<file path="config.mk">
export PLATFORM = sky130hd
export DESIGN_NAME = multi_channel_timer_bank
export DESIGN_NICKNAME = d
export VERILOG_FILES = /design/src/hdl/tmb_pkg.sv /design/src/hdl/tmb_cell.sv /design/src/hdl/multi_channel_timer_bank.sv
export SDC_FILE = /design/constraint.sdc
export NUM_CORES = 2
export LEC_CHECK = 0
export BUFFER_PORTS_ARGS = -buffer_cell sky130_fd_sc_hd__buf_2
export CAP_MARGIN = 20
export CORE_ASPECT_RATIO = 0.75
export CORE_MARGIN = 5
export CORE_UTILIZATION = 25
export DETAILED_ROUTE_END_ITERATION = 8
export PLACE_DENSITY_LB_ADDON = 0.1
export SLEW_MARGIN = 20
export SYNTH_ARGS = -nofsm -noshare
export SYNTH_HDL_FRONTEND = slang
export SYNTH_SLANG_ARGS = --single-unit
</file>
<file path="constraint.sdc">
create_clock -name clock -period 8.9 [get_ports clock]
set_input_delay 0 -clock clock [delete_from_list [all_inputs] [get_ports clock]]
set_output_delay 0 -clock clock [all_outputs]
set_load 0.005 [all_outputs]
</file>
<file path="src/hdl/tmb_pkg.sv">
// Package: shared types, codes and defaults of the timer bank.
`timescale 1ns / 1ps
package tmb_pkg;

   localparam int NUM_TIMERS_DEFAULT = 16;
   localparam int CSR_ADDR_W = 3;

   localparam logic [3:0] OP_ALLOC_PER  = 4'd0;
   localparam logic [3:0] OP_ALLOC_ONE  = 4'd1;
   localparam logic [3:0] OP_START      = 4'd2;
   localparam logic [3:0] OP_STOP       = 4'd3;
   localparam logic [3:0] OP_FREE       = 4'd4;
   localparam logic [3:0] OP_SET_IVL    = 4'd5;
   localparam logic [3:0] OP_QUERY      = 4'd6;
   localparam logic [3:0] OP_TICK       = 4'd7;
   localparam logic [3:0] OP_READ_STAT  = 4'd8;
   localparam logic [3:0] OP_CLEAR_STAT = 4'd9;

   localparam logic [1:0] ST_OK       = 2'd0;
   localparam logic [1:0] ST_NO_SLOT  = 2'd1;
   localparam logic [1:0] ST_ZERO_IVL = 2'd2;
   localparam logic [1:0] ST_NOT_ALLOC = 2'd3;

   localparam logic [1:0] EV_REPLY = 2'd0;
   localparam logic [1:0] EV_FIRED = 2'd1;
   localparam logic [1:0] EV_TICK  = 2'd2;

   localparam logic [1:0] SEL_CREATED = 2'd0;
   localparam logic [1:0] SEL_RUNNING = 2'd1;
   localparam logic [1:0] SEL_FIRES   = 2'd2;

   localparam logic [CSR_ADDR_W-1:0] REG_STAT_EN = 3'd0;

   localparam logic [4:0] RUN_MAX = 5'd31;

   typedef struct packed {
      logic        allocated;
      logic        running;
      logic        periodic;
      logic [31:0] interval;
      logic [63:0] deadline;
   } slot_type;

   typedef enum logic [1:0] {
      S_IDLE,
      S_SCAN,
      S_DONE
   } state_type;

endpackage

</file>
<file path="src/hdl/tmb_cell.sv">
// One timer slot cell of the rotating slot ring.
`timescale 1ns / 1ps
module tmb_cell (
   input  logic               clock,
   input  logic               reset,
   input  logic               shift,
   input  tmb_pkg::slot_type  slot_d,
   output tmb_pkg::slot_type  slot_q
);
   tmb_pkg::slot_type slot_ff;
   tmb_pkg::slot_type slot_in;

   always_comb begin
      slot_in = shift ? slot_d : slot_ff;
   end

   always_ff @(posedge clock) begin
      if (reset) begin
         slot_ff <= '0;
      end else begin
         slot_ff <= slot_in;
      end
   end

   assign slot_q = slot_ff;
endmodule

</file>
<file path="src/hdl/multi_channel_timer_bank.sv">
// Top level: command decode, slot ring scan, statistics and result register.
//
// A bank of NUM_TIMERS microsecond timers. Slot state lives in a ring of
// cells that rotates by one cell per cycle during a scan, unless a tick holds
// it; the slot at the ring's head is read, updated and written back into the
// ring's tail. Commands that address slots (alloc, start, stop, free, set
// interval, query, tick) accept the beat, scan one full rotation of
// NUM_TIMERS cells, and then load the reply beat. Read stat, clear stats,
// unknown opcodes and an alloc with a zero interval skip the scan. A tick
// emits one fired beat per due slot as the slot passes the head, and the
// rotation holds while a due slot meets an occupied result register; the
// reply beat likewise waits for a free result register. One command is
// handled at a time; req_ready is high between commands.
`timescale 1ns / 1ps
module multi_channel_timer_bank #(
   parameter int NUM_TIMERS = tmb_pkg::NUM_TIMERS_DEFAULT
) (
   input  logic                           clock,
   input  logic                           reset,
   input  logic                           req_valid,
   output logic                           req_ready,
   input  logic [3:0]                     req_opcode,
   input  logic [3:0]                     req_timer_index,
   input  logic [31:0]                    req_interval_us,
   input  logic [15:0]                    req_advance_us,
   input  logic [1:0]                     req_stat_select,
   output logic                           rsp_valid,
   input  logic                           rsp_ready,
   output logic [1:0]                     rsp_status,
   output logic [1:0]                     rsp_event_kind,
   output logic [3:0]                     rsp_result_index,
   output logic                           rsp_is_active,
   output logic [63:0]                    rsp_result_value,
   output logic                           rsp_last,
   input  logic                           psel,
   input  logic                           penable,
   input  logic                           pwrite,
   input  logic [tmb_pkg::CSR_ADDR_W-1:0] paddr,
   input  logic [31:0]                    pwdata,
   output logic [31:0]                    prdata,
   output logic                           pready
);
   localparam int IDX_W = (NUM_TIMERS > 1) ? $clog2(NUM_TIMERS) : 1;
   localparam int CMP_W = (IDX_W > 4) ? IDX_W : 4;
   localparam logic [IDX_W-1:0] LAST_K = IDX_W'(NUM_TIMERS - 1);

   // slot ring
   tmb_pkg::slot_type chain_q [NUM_TIMERS];
   tmb_pkg::slot_type wb;
   tmb_pkg::slot_type head;
   logic              step;

   for (genvar g = 0; g < NUM_TIMERS; g++) begin : g_cell
      tmb_cell u_cell (
         .clock  (clock),
         .reset  (reset),
         .shift  (step),
         .slot_d ((g == 0) ? wb : chain_q[(g == 0) ? 0 : g - 1]),
         .slot_q (chain_q[g])
      );
   end

   assign head = chain_q[NUM_TIMERS-1];

   // control and command registers
   tmb_pkg::state_type state_ff, state_in;
   logic [IDX_W-1:0]   k_ff, k_in;
   logic [3:0]         op_ff, op_in;
   logic [3:0]         ti_ff, ti_in;
   logic [31:0]        iv_ff, iv_in;
   logic               found_ff, found_in;
   logic [63:0]        now_ff, now_in;
   logic [31:0]        created_ff, created_in;
   logic [4:0]         running_ff, running_in;
   logic [31:0]        fires_ff, fires_in;
   logic               stat_en_ff, stat_en_in;

   // pending reply
   logic [1:0]  rep_status_ff, rep_status_in;
   logic [1:0]  rep_kind_ff, rep_kind_in;
   logic [3:0]  rep_index_ff, rep_index_in;
   logic        rep_active_ff, rep_active_in;
   logic [63:0] rep_value_ff, rep_value_in;

   // result register
   logic        rsp_valid_ff, rsp_valid_in;
   logic [1:0]  rsp_status_ff, rsp_status_in;
   logic [1:0]  rsp_kind_ff, rsp_kind_in;
   logic [3:0]  rsp_index_ff, rsp_index_in;
   logic        rsp_active_ff, rsp_active_in;
   logic [63:0] rsp_value_ff, rsp_value_in;
   logic        rsp_last_ff, rsp_last_in;

   logic out_free;
   logic accept;
   logic hit;
   logic due;
   logic csr_wr;

   assign out_free = !rsp_valid_ff || rsp_ready;
   assign req_ready = (state_ff == tmb_pkg::S_IDLE);
   assign accept = req_valid && req_ready;
   assign hit = (CMP_W'(k_ff) == CMP_W'(ti_ff)) && head.allocated;
   assign due = head.allocated && head.running && (now_ff >= head.deadline);
   assign csr_wr = psel && penable && pwrite && (paddr == tmb_pkg::REG_STAT_EN);

   // next state
   always_comb begin
      state_in = state_ff;
      case (state_ff)
         tmb_pkg::S_IDLE: begin
            if (accept) begin
               case (req_opcode)
                  tmb_pkg::OP_ALLOC_PER, tmb_pkg::OP_ALLOC_ONE: begin
                     state_in = (req_interval_us == 32'd0) ? tmb_pkg::S_DONE
                                                           : tmb_pkg::S_SCAN;
                  end
                  tmb_pkg::OP_START, tmb_pkg::OP_STOP, tmb_pkg::OP_FREE,
                  tmb_pkg::OP_SET_IVL, tmb_pkg::OP_QUERY, tmb_pkg::OP_TICK: begin
                     state_in = tmb_pkg::S_SCAN;
                  end
                  default: state_in = tmb_pkg::S_DONE;
               endcase
            end
         end
         tmb_pkg::S_SCAN: begin
            if (step && k_ff == LAST_K) state_in = tmb_pkg::S_DONE;
         end
         tmb_pkg::S_DONE: begin
            if (out_free) state_in = tmb_pkg::S_IDLE;
         end
         default: state_in = tmb_pkg::S_IDLE;
      endcase
   end

   // datapath and outputs
   always_comb begin
      step = 1'b0;
      wb = head;
      k_in = k_ff;
      op_in = op_ff;
      ti_in = ti_ff;
      iv_in = iv_ff;
      found_in = found_ff;
      now_in = now_ff;
      created_in = created_ff;
      running_in = running_ff;
      fires_in = fires_ff;
      stat_en_in = csr_wr ? pwdata[0] : stat_en_ff;
      rep_status_in = rep_status_ff;
      rep_kind_in = rep_kind_ff;
      rep_index_in = rep_index_ff;
      rep_active_in = rep_active_ff;
      rep_value_in = rep_value_ff;
      rsp_valid_in = rsp_valid_ff && !rsp_ready;
      rsp_status_in = rsp_status_ff;
      rsp_kind_in = rsp_kind_ff;
      rsp_index_in = rsp_index_ff;
      rsp_active_in = rsp_active_ff;
      rsp_value_in = rsp_value_ff;
      rsp_last_in = rsp_last_ff;

      case (state_ff)
         tmb_pkg::S_IDLE: begin
            if (accept) begin
               op_in = req_opcode;
               ti_in = req_timer_index;
               iv_in = req_interval_us;
               found_in = 1'b0;
               k_in = '0;
               rep_status_in = tmb_pkg::ST_OK;
               rep_kind_in = tmb_pkg::EV_REPLY;
               rep_index_in = 4'd0;
               rep_active_in = 1'b0;
               rep_value_in = 64'd0;
               case (req_opcode)
                  tmb_pkg::OP_ALLOC_PER, tmb_pkg::OP_ALLOC_ONE: begin
                     rep_status_in = (req_interval_us == 32'd0) ? tmb_pkg::ST_ZERO_IVL
                                                                : tmb_pkg::ST_NO_SLOT;
                  end
                  tmb_pkg::OP_START, tmb_pkg::OP_STOP, tmb_pkg::OP_FREE,
                  tmb_pkg::OP_SET_IVL, tmb_pkg::OP_QUERY: begin
                     // stays "not allocated" unless the scan meets the slot
                     rep_status_in = tmb_pkg::ST_NOT_ALLOC;
                     rep_index_in = req_timer_index;
                  end
                  tmb_pkg::OP_TICK: begin
                     rep_kind_in = tmb_pkg::EV_TICK;
                     now_in = now_ff + 64'(req_advance_us);
                  end
                  tmb_pkg::OP_READ_STAT: begin
                     case (req_stat_select)
                        tmb_pkg::SEL_CREATED: rep_value_in = 64'(created_ff);
                        tmb_pkg::SEL_RUNNING: rep_value_in = 64'(running_ff);
                        tmb_pkg::SEL_FIRES:   rep_value_in = 64'(fires_ff);
                        default:              rep_value_in = 64'd0;
                     endcase
                  end
                  tmb_pkg::OP_CLEAR_STAT: begin
                     created_in = 32'd0;
                     running_in = 5'd0;
                     fires_in = 32'd0;
                  end
                  default: begin
                  end
               endcase
            end
         end
         tmb_pkg::S_SCAN: begin
            step = 1'b1;
            case (op_ff)
               tmb_pkg::OP_ALLOC_PER, tmb_pkg::OP_ALLOC_ONE: begin
                  // take the first free slot in index order
                  if (!found_ff && !head.allocated) begin
                     wb.allocated = 1'b1;
                     wb.running = 1'b0;
                     wb.periodic = (op_ff == tmb_pkg::OP_ALLOC_PER);
                     wb.interval = iv_ff;
                     wb.deadline = 64'd0;
                     found_in = 1'b1;
                     rep_status_in = tmb_pkg::ST_OK;
                     rep_index_in = 4'(k_ff);
                     if (stat_en_ff) created_in = created_ff + 32'd1;
                  end
               end
               tmb_pkg::OP_START: begin
                  if (hit) begin
                     wb.deadline = now_ff + 64'(head.interval);
                     wb.running = 1'b1;
                     rep_status_in = tmb_pkg::ST_OK;
                     if (!head.running && stat_en_ff && running_ff < tmb_pkg::RUN_MAX)
                        running_in = running_ff + 5'd1;
                  end
               end
               tmb_pkg::OP_STOP, tmb_pkg::OP_FREE: begin
                  if (hit) begin
                     wb.running = 1'b0;
                     if (op_ff == tmb_pkg::OP_FREE) wb.allocated = 1'b0;
                     rep_status_in = tmb_pkg::ST_OK;
                     if (head.running && stat_en_ff && running_ff != 5'd0)
                        running_in = running_ff - 5'd1;
                  end
               end
               tmb_pkg::OP_SET_IVL: begin
                  if (hit) begin
                     if (iv_ff == 32'd0) begin
                        rep_status_in = tmb_pkg::ST_ZERO_IVL;
                     end else begin
                        rep_status_in = tmb_pkg::ST_OK;
                        wb.interval = iv_ff;
                        if (head.running) wb.deadline = now_ff + 64'(iv_ff);
                     end
                  end
               end
               tmb_pkg::OP_QUERY: begin
                  if (hit) begin
                     rep_status_in = tmb_pkg::ST_OK;
                     rep_active_in = head.running;
                     if (head.running && head.deadline > now_ff)
                        rep_value_in = head.deadline - now_ff;
                  end
               end
               tmb_pkg::OP_TICK: begin
                  if (due) begin
                     // hold the ring until the result register is free
                     step = out_free;
                     if (out_free) begin
                        rsp_valid_in = 1'b1;
                        rsp_status_in = tmb_pkg::ST_OK;
                        rsp_kind_in = tmb_pkg::EV_FIRED;
                        rsp_index_in = 4'(k_ff);
                        rsp_active_in = 1'b0;
                        rsp_value_in = 64'd0;
                        rsp_last_in = 1'b0;
                        if (stat_en_ff) fires_in = fires_ff + 32'd1;
                        if (head.periodic) begin
                           wb.deadline = now_ff + 64'(head.interval);
                        end else begin
                           wb.running = 1'b0;
                           if (stat_en_ff && running_ff != 5'd0)
                              running_in = running_ff - 5'd1;
                        end
                     end
                  end
               end
               default: begin
               end
            endcase
            // advance the slot counter, wrapping after the last slot
            if (step) k_in = (k_ff == LAST_K) ? '0 : k_ff + IDX_W'(1);
         end
         tmb_pkg::S_DONE: begin
            if (out_free) begin
               rsp_valid_in = 1'b1;
               rsp_status_in = rep_status_ff;
               rsp_kind_in = rep_kind_ff;
               rsp_index_in = rep_index_ff;
               rsp_active_in = rep_active_ff;
               rsp_value_in = rep_value_ff;
               rsp_last_in = 1'b1;
            end
         end
         default: begin
         end
      endcase
   end

   always_ff @(posedge clock) begin
      if (reset) begin
         state_ff <= tmb_pkg::S_IDLE;
         k_ff <= '0;
         found_ff <= 1'b0;
         now_ff <= 64'd0;
         created_ff <= 32'd0;
         running_ff <= 5'd0;
         fires_ff <= 32'd0;
         stat_en_ff <= 1'b1;
         rsp_valid_ff <= 1'b0;
      end else begin
         state_ff <= state_in;
         k_ff <= k_in;
         found_ff <= found_in;
         now_ff <= now_in;
         created_ff <= created_in;
         running_ff <= running_in;
         fires_ff <= fires_in;
         stat_en_ff <= stat_en_in;
         rsp_valid_ff <= rsp_valid_in;
      end
   end

   always_ff @(posedge clock) begin
      op_ff <= op_in;
      ti_ff <= ti_in;
      iv_ff <= iv_in;
      rep_status_ff <= rep_status_in;
      rep_kind_ff <= rep_kind_in;
      rep_index_ff <= rep_index_in;
      rep_active_ff <= rep_active_in;
      rep_value_ff <= rep_value_in;
      rsp_status_ff <= rsp_status_in;
      rsp_kind_ff <= rsp_kind_in;
      rsp_index_ff <= rsp_index_in;
      rsp_active_ff <= rsp_active_in;
      rsp_value_ff <= rsp_value_in;
      rsp_last_ff <= rsp_last_in;
   end

   assign rsp_valid = rsp_valid_ff;
   assign rsp_status = rsp_status_ff;
   assign rsp_event_kind = rsp_kind_ff;
   assign rsp_result_index = rsp_index_ff;
   assign rsp_is_active = rsp_active_ff;
   assign rsp_result_value = rsp_value_ff;
   assign rsp_last = rsp_last_ff;
   assign prdata = {31'd0, stat_en_ff};
   assign pready = 1'b1;

   // the ring is aligned (head holds slot 0) whenever no command runs
   a_idle_aligned: assert property (@(posedge clock) disable iff (reset)
      (state_ff == tmb_pkg::S_IDLE) |-> (k_ff == '0))
      else $error("slot ring not aligned at idle");

   // a fired beat never closes a tick
   a_fire_not_last: assert property (@(posedge clock) disable iff (reset)
      (rsp_valid_ff && rsp_kind_ff == tmb_pkg::EV_FIRED) |-> !rsp_last_ff)
      else $error("fired beat marked last");

   // the ring only holds during a scan when a fire meets a full result register
   a_hold_reason: assert property (@(posedge clock) disable iff (reset)
      (state_ff == tmb_pkg::S_SCAN && !step) |-> (rsp_valid_ff && !rsp_ready))
      else $error("scan stalled without back-pressure");

   // a pending result beat is never overwritten while it waits
   a_no_overwrite: assert property (@(posedge clock) disable iff (reset)
      (rsp_valid_ff && !rsp_ready) |=> ($stable(rsp_value_ff) && $stable(rsp_kind_ff)))
      else $error("pending result beat changed");
endmodule
</file>
==> summary.txt <==
Floorplan
  – Die area: 328,000 µm²
  – Core Rows: 179
  – Die width: 660 µm
  – Initial Util: 25.0%
  – Core area: 316,000 µm²
  – Die height: 498 µm
  – IO Pins: 209

Synth
  – Post-Syn Area: 79,200 µm²
  – Yosys cell types: 100
  – Post-Synthesis Cells: 9,821
  – Ys flop type: dfxtp_1
  – Cell taking the most area after synthesis: dfxtp_1
  – Synth warnings: 0
  – Synth top area share: 43.6%
  – Seq/Total Area, Yosys: 50.7%
  – Yosys reg bits: 1,912
  – Top post-synthesis cells by area: dfxtp_1 44%, nand2_1 15%, a21oi_1 11%
  – Avg Cell Area, Syn: 8.07 µm²
  – Async set or reset register ratio after synthesis: 0%
  – EDFF count, synth: 186

Power
  – Lkg Pwr: 30.0 nW
  – Maximum VDD drop: 0.000142 V
  – Power per cell area: 216 nW/µm²

Worst setup path
  – Crit-path leading delay family: compound AO/OA/AOI/OAI gates
  – CP cell instances: inv_1 -> fa_1 -> nor2b_1 -> o31ai_1 -> a32oi_2 -> a31oi_2 -> o311ai_1 -> and2_1 -> nand3_1 -> xnor2_1 -> a221oi_1 -> o21ai_0
  – CP Capture Type: register
  – CP Max Fanout: 9
  – Critical Path RT: 9.59 ns
  – Worst r2r path cells: 12
  – Slowest-stage cell, CP: o311ai_1
  – WP data arrival: 6.34 ns
  – Kind of critical path: reg -> reg
  – Max incr delay on CP: 0.98 ns
  – Startpoint class of the critical path: register
  – Worst path depth: 12
  – Worst path bufs/invs: 1

CTS
  – H-Tree Depth: 4
  – Clock sinks: 1,912
  – Clock-pin slew of the registers on the worst-case setup and hold paths: 0.06 ns
  – Clock root buffer: clkbuf_16
  – Clock latency on the worst-skew pair: 0.89 ns
  – CTS max path bufs: 4
  – TritonCTS clock tree: yes
  – Post-CTS Repair Setup Buffers: 0
  – Clock buffer count from CTS: 207

Placed design
  – RePlAce Congestion: 0.853
  – Final HPWL DP: 159,000 µm
  – Port Buffers: 145

Timing
  – Relative slew slack: 19.1%
  – Clk_skew: 0.0514 ns
  – Period utilisation layout: 63.6%
  – Peak Freq: 177 MHz
  – Final setup viols: 0
  – Worst slew pin tran: 1.21 ns
  – Setup_tns: 0 ns
  – WHS: 0.0781 ns
  – Min Tclk post-route: 5.66 ns
  – Slew Limit Fails: 0
  – Hold Fails Final Rpt: 0
  – RSZ-0062 raised after global routing: no

Global routing
  – Largest net degree at the start of global routing: 233
  – GRT Residual Overflow: 0
  – Initial antenna violation count: 14
  – Gr usage total: 14.3%
  – First-pass GRT wire length: 377,000 µm
  – Vias in the first global route: 62,600

Layout
  – NumNets Final: 9,942
  – Commonest cells after routing, fill and taps aside: 3,249 x nand2_1, 1,747 x a21oi_1, 1,726 x dfxtp_1
  – P&R area growth vs syn: 15.0%
  – Commonest non-fill, non-tap cell in the layout: nand2_1
  – Layout cell share with drive strength beyond 1: 6.36%

Outcome
  – Status: completed

Flow run
  – Max cap viols: 0

Detailed routing
  – Vias per inst: 4.67
  – Routed Antenna Nets: 0
  – DR WL/cell: 17.4 µm
  – Final wirelength: 246,000 µm
  – Starting DRT DRC Count: 4,558
  – Vias: 65,800
  – DR pass1 iterations: 5
  – Residual DRC count: 0

Worst hold path
  – Worst hold path class: in -> reg
  – Hold depth: 4
==> area by class of cell <==
type,count,area [µm²]
clock inverter,68,701
multi-input combinational,7096,35700
antenna,4,10.0
timing repair buffer,347,2810
inverter,120,450
clock buffer,300,5980
sequential,1912,40100
fill,34100,225000
tap,4253,5320
==> final timing paths <==
check	startpoint	to	slack [ns]
worst max-delay path	now_ff[1]	g_cell[0].u_cell.slot_q[40]	3.24
worst min-delay path	rsp_ready	rsp_valid	0.08
worst max register to register	now_ff[1]	g_cell[0].u_cell.slot_q[40]	3.24
worst min register to register	g_cell[9].u_cell.slot_q[87]	g_cell[10].u_cell.slot_q[87]	0.42
==> synthesized netlist by cell type (all sizes together), types with 39 or more instances <==
cell type,n
xnor2,172
o22ai,56
a21o,76
and3,50
clkbuf,422
and2,87
nor3,114
buf,301
mux2i,44
edfxtp,186
a221oi,58
o21ai,204
nor4,39
inv,118
xor2,76
ha,153
a21oi,1750
nand2,3252
dfxtp,1726
nand4,73
nor2,304
nand3,106
==> cells by family (layout without fill, tap and decap cells) <==
| family | after synthesis | in the layout | share of synthesized area (%) |
|---|---|---|---|
| multiplexers | 48 | 48 | 0.613 |
| other | 2 | 36 | 0.00948 |
| AND/OR/NAND/NOR | 4161 | 4161 | 21.5 |
| XOR/XNOR | 248 | 248 | 2.74 |
| adder cells (fa/ha/maj) | 158 | 158 | 2.54 |
| buffers and inverters | 843 | 835 | 4.58 |
| flip-flops | 1912 | 1912 | 50.7 |
| AO/OA/AOI/OAI | 2449 | 2449 | 17.4 |
==> state kept, by name (all words and copies together) (netlist names), 2 cells and up <==
name / flops
g_cell.u_cell.slot_q: 1584
now_ff: 64
rep_value_ff: 64
rsp_result_value: 64
created_ff: 32
fires_ff: 32
iv_ff: 32
running_ff: 5
k_ff: 4
op_ff: 4
rep_index_ff: 4
rsp_result_index: 4
ti_ff: 4
rep_status_ff: 2
rsp_event_kind: 2
rsp_status: 2
state_ff: 2
==> routing by layer <==
layer  track usage [%]  vias up  part of all wire [%]
li1                  -    32700                     -
met5                 0        -                0.0053
met1              20.9    31700                    50
met2              21.8     1081                    43
met3              2.37      338                   4.6
met4              3.66        2                   2.5
==> per-stage QoR <==
stage,setup slack [ns],area [µm²],cells,utilization [%],total power [W]
after floorplan,2.88,79400,9851,-,0.0106
after global placement,3.51,83300,13600,26.3,0.0113
after detailed placement,3.48,83300,13600,26.3,0.0113
after CTS,3.43,91100,14100,28.8,0.0201
after global routing,3.08,91100,14100,28.8,0.0206
final,3.24,91100,14100,28.8,0.0197
==> worst min-delay path, cell delays in order <==
cell and delay [ns]:
dlygate4sd3_1 0.53, buf_2 0.12, nand2b_1 0.14, a221oi_1 0.10
==> timing repair <==
action                     4_1_cts  5_1_grt
hold buffers                   115        0
resized for setup                0        0
hold endpoints to repair       277        0
setup endpoints to repair        0        0
==> power breakdown <==
| group | total (W) | switching (W) | internal (W) |
|---|---|---|---|
| Clock | 0.00863 | 0.00366 | 0.00497 |
| Sequential | 0.00919 | 0.000170 | 0.00902 |
| Combinational | 0.00187 | 0.00146 | 0.000407 |
| Total | 0.0197 | 0.00529 | 0.0144 |
Note: power is estimated with default switching activity, not from simulation.
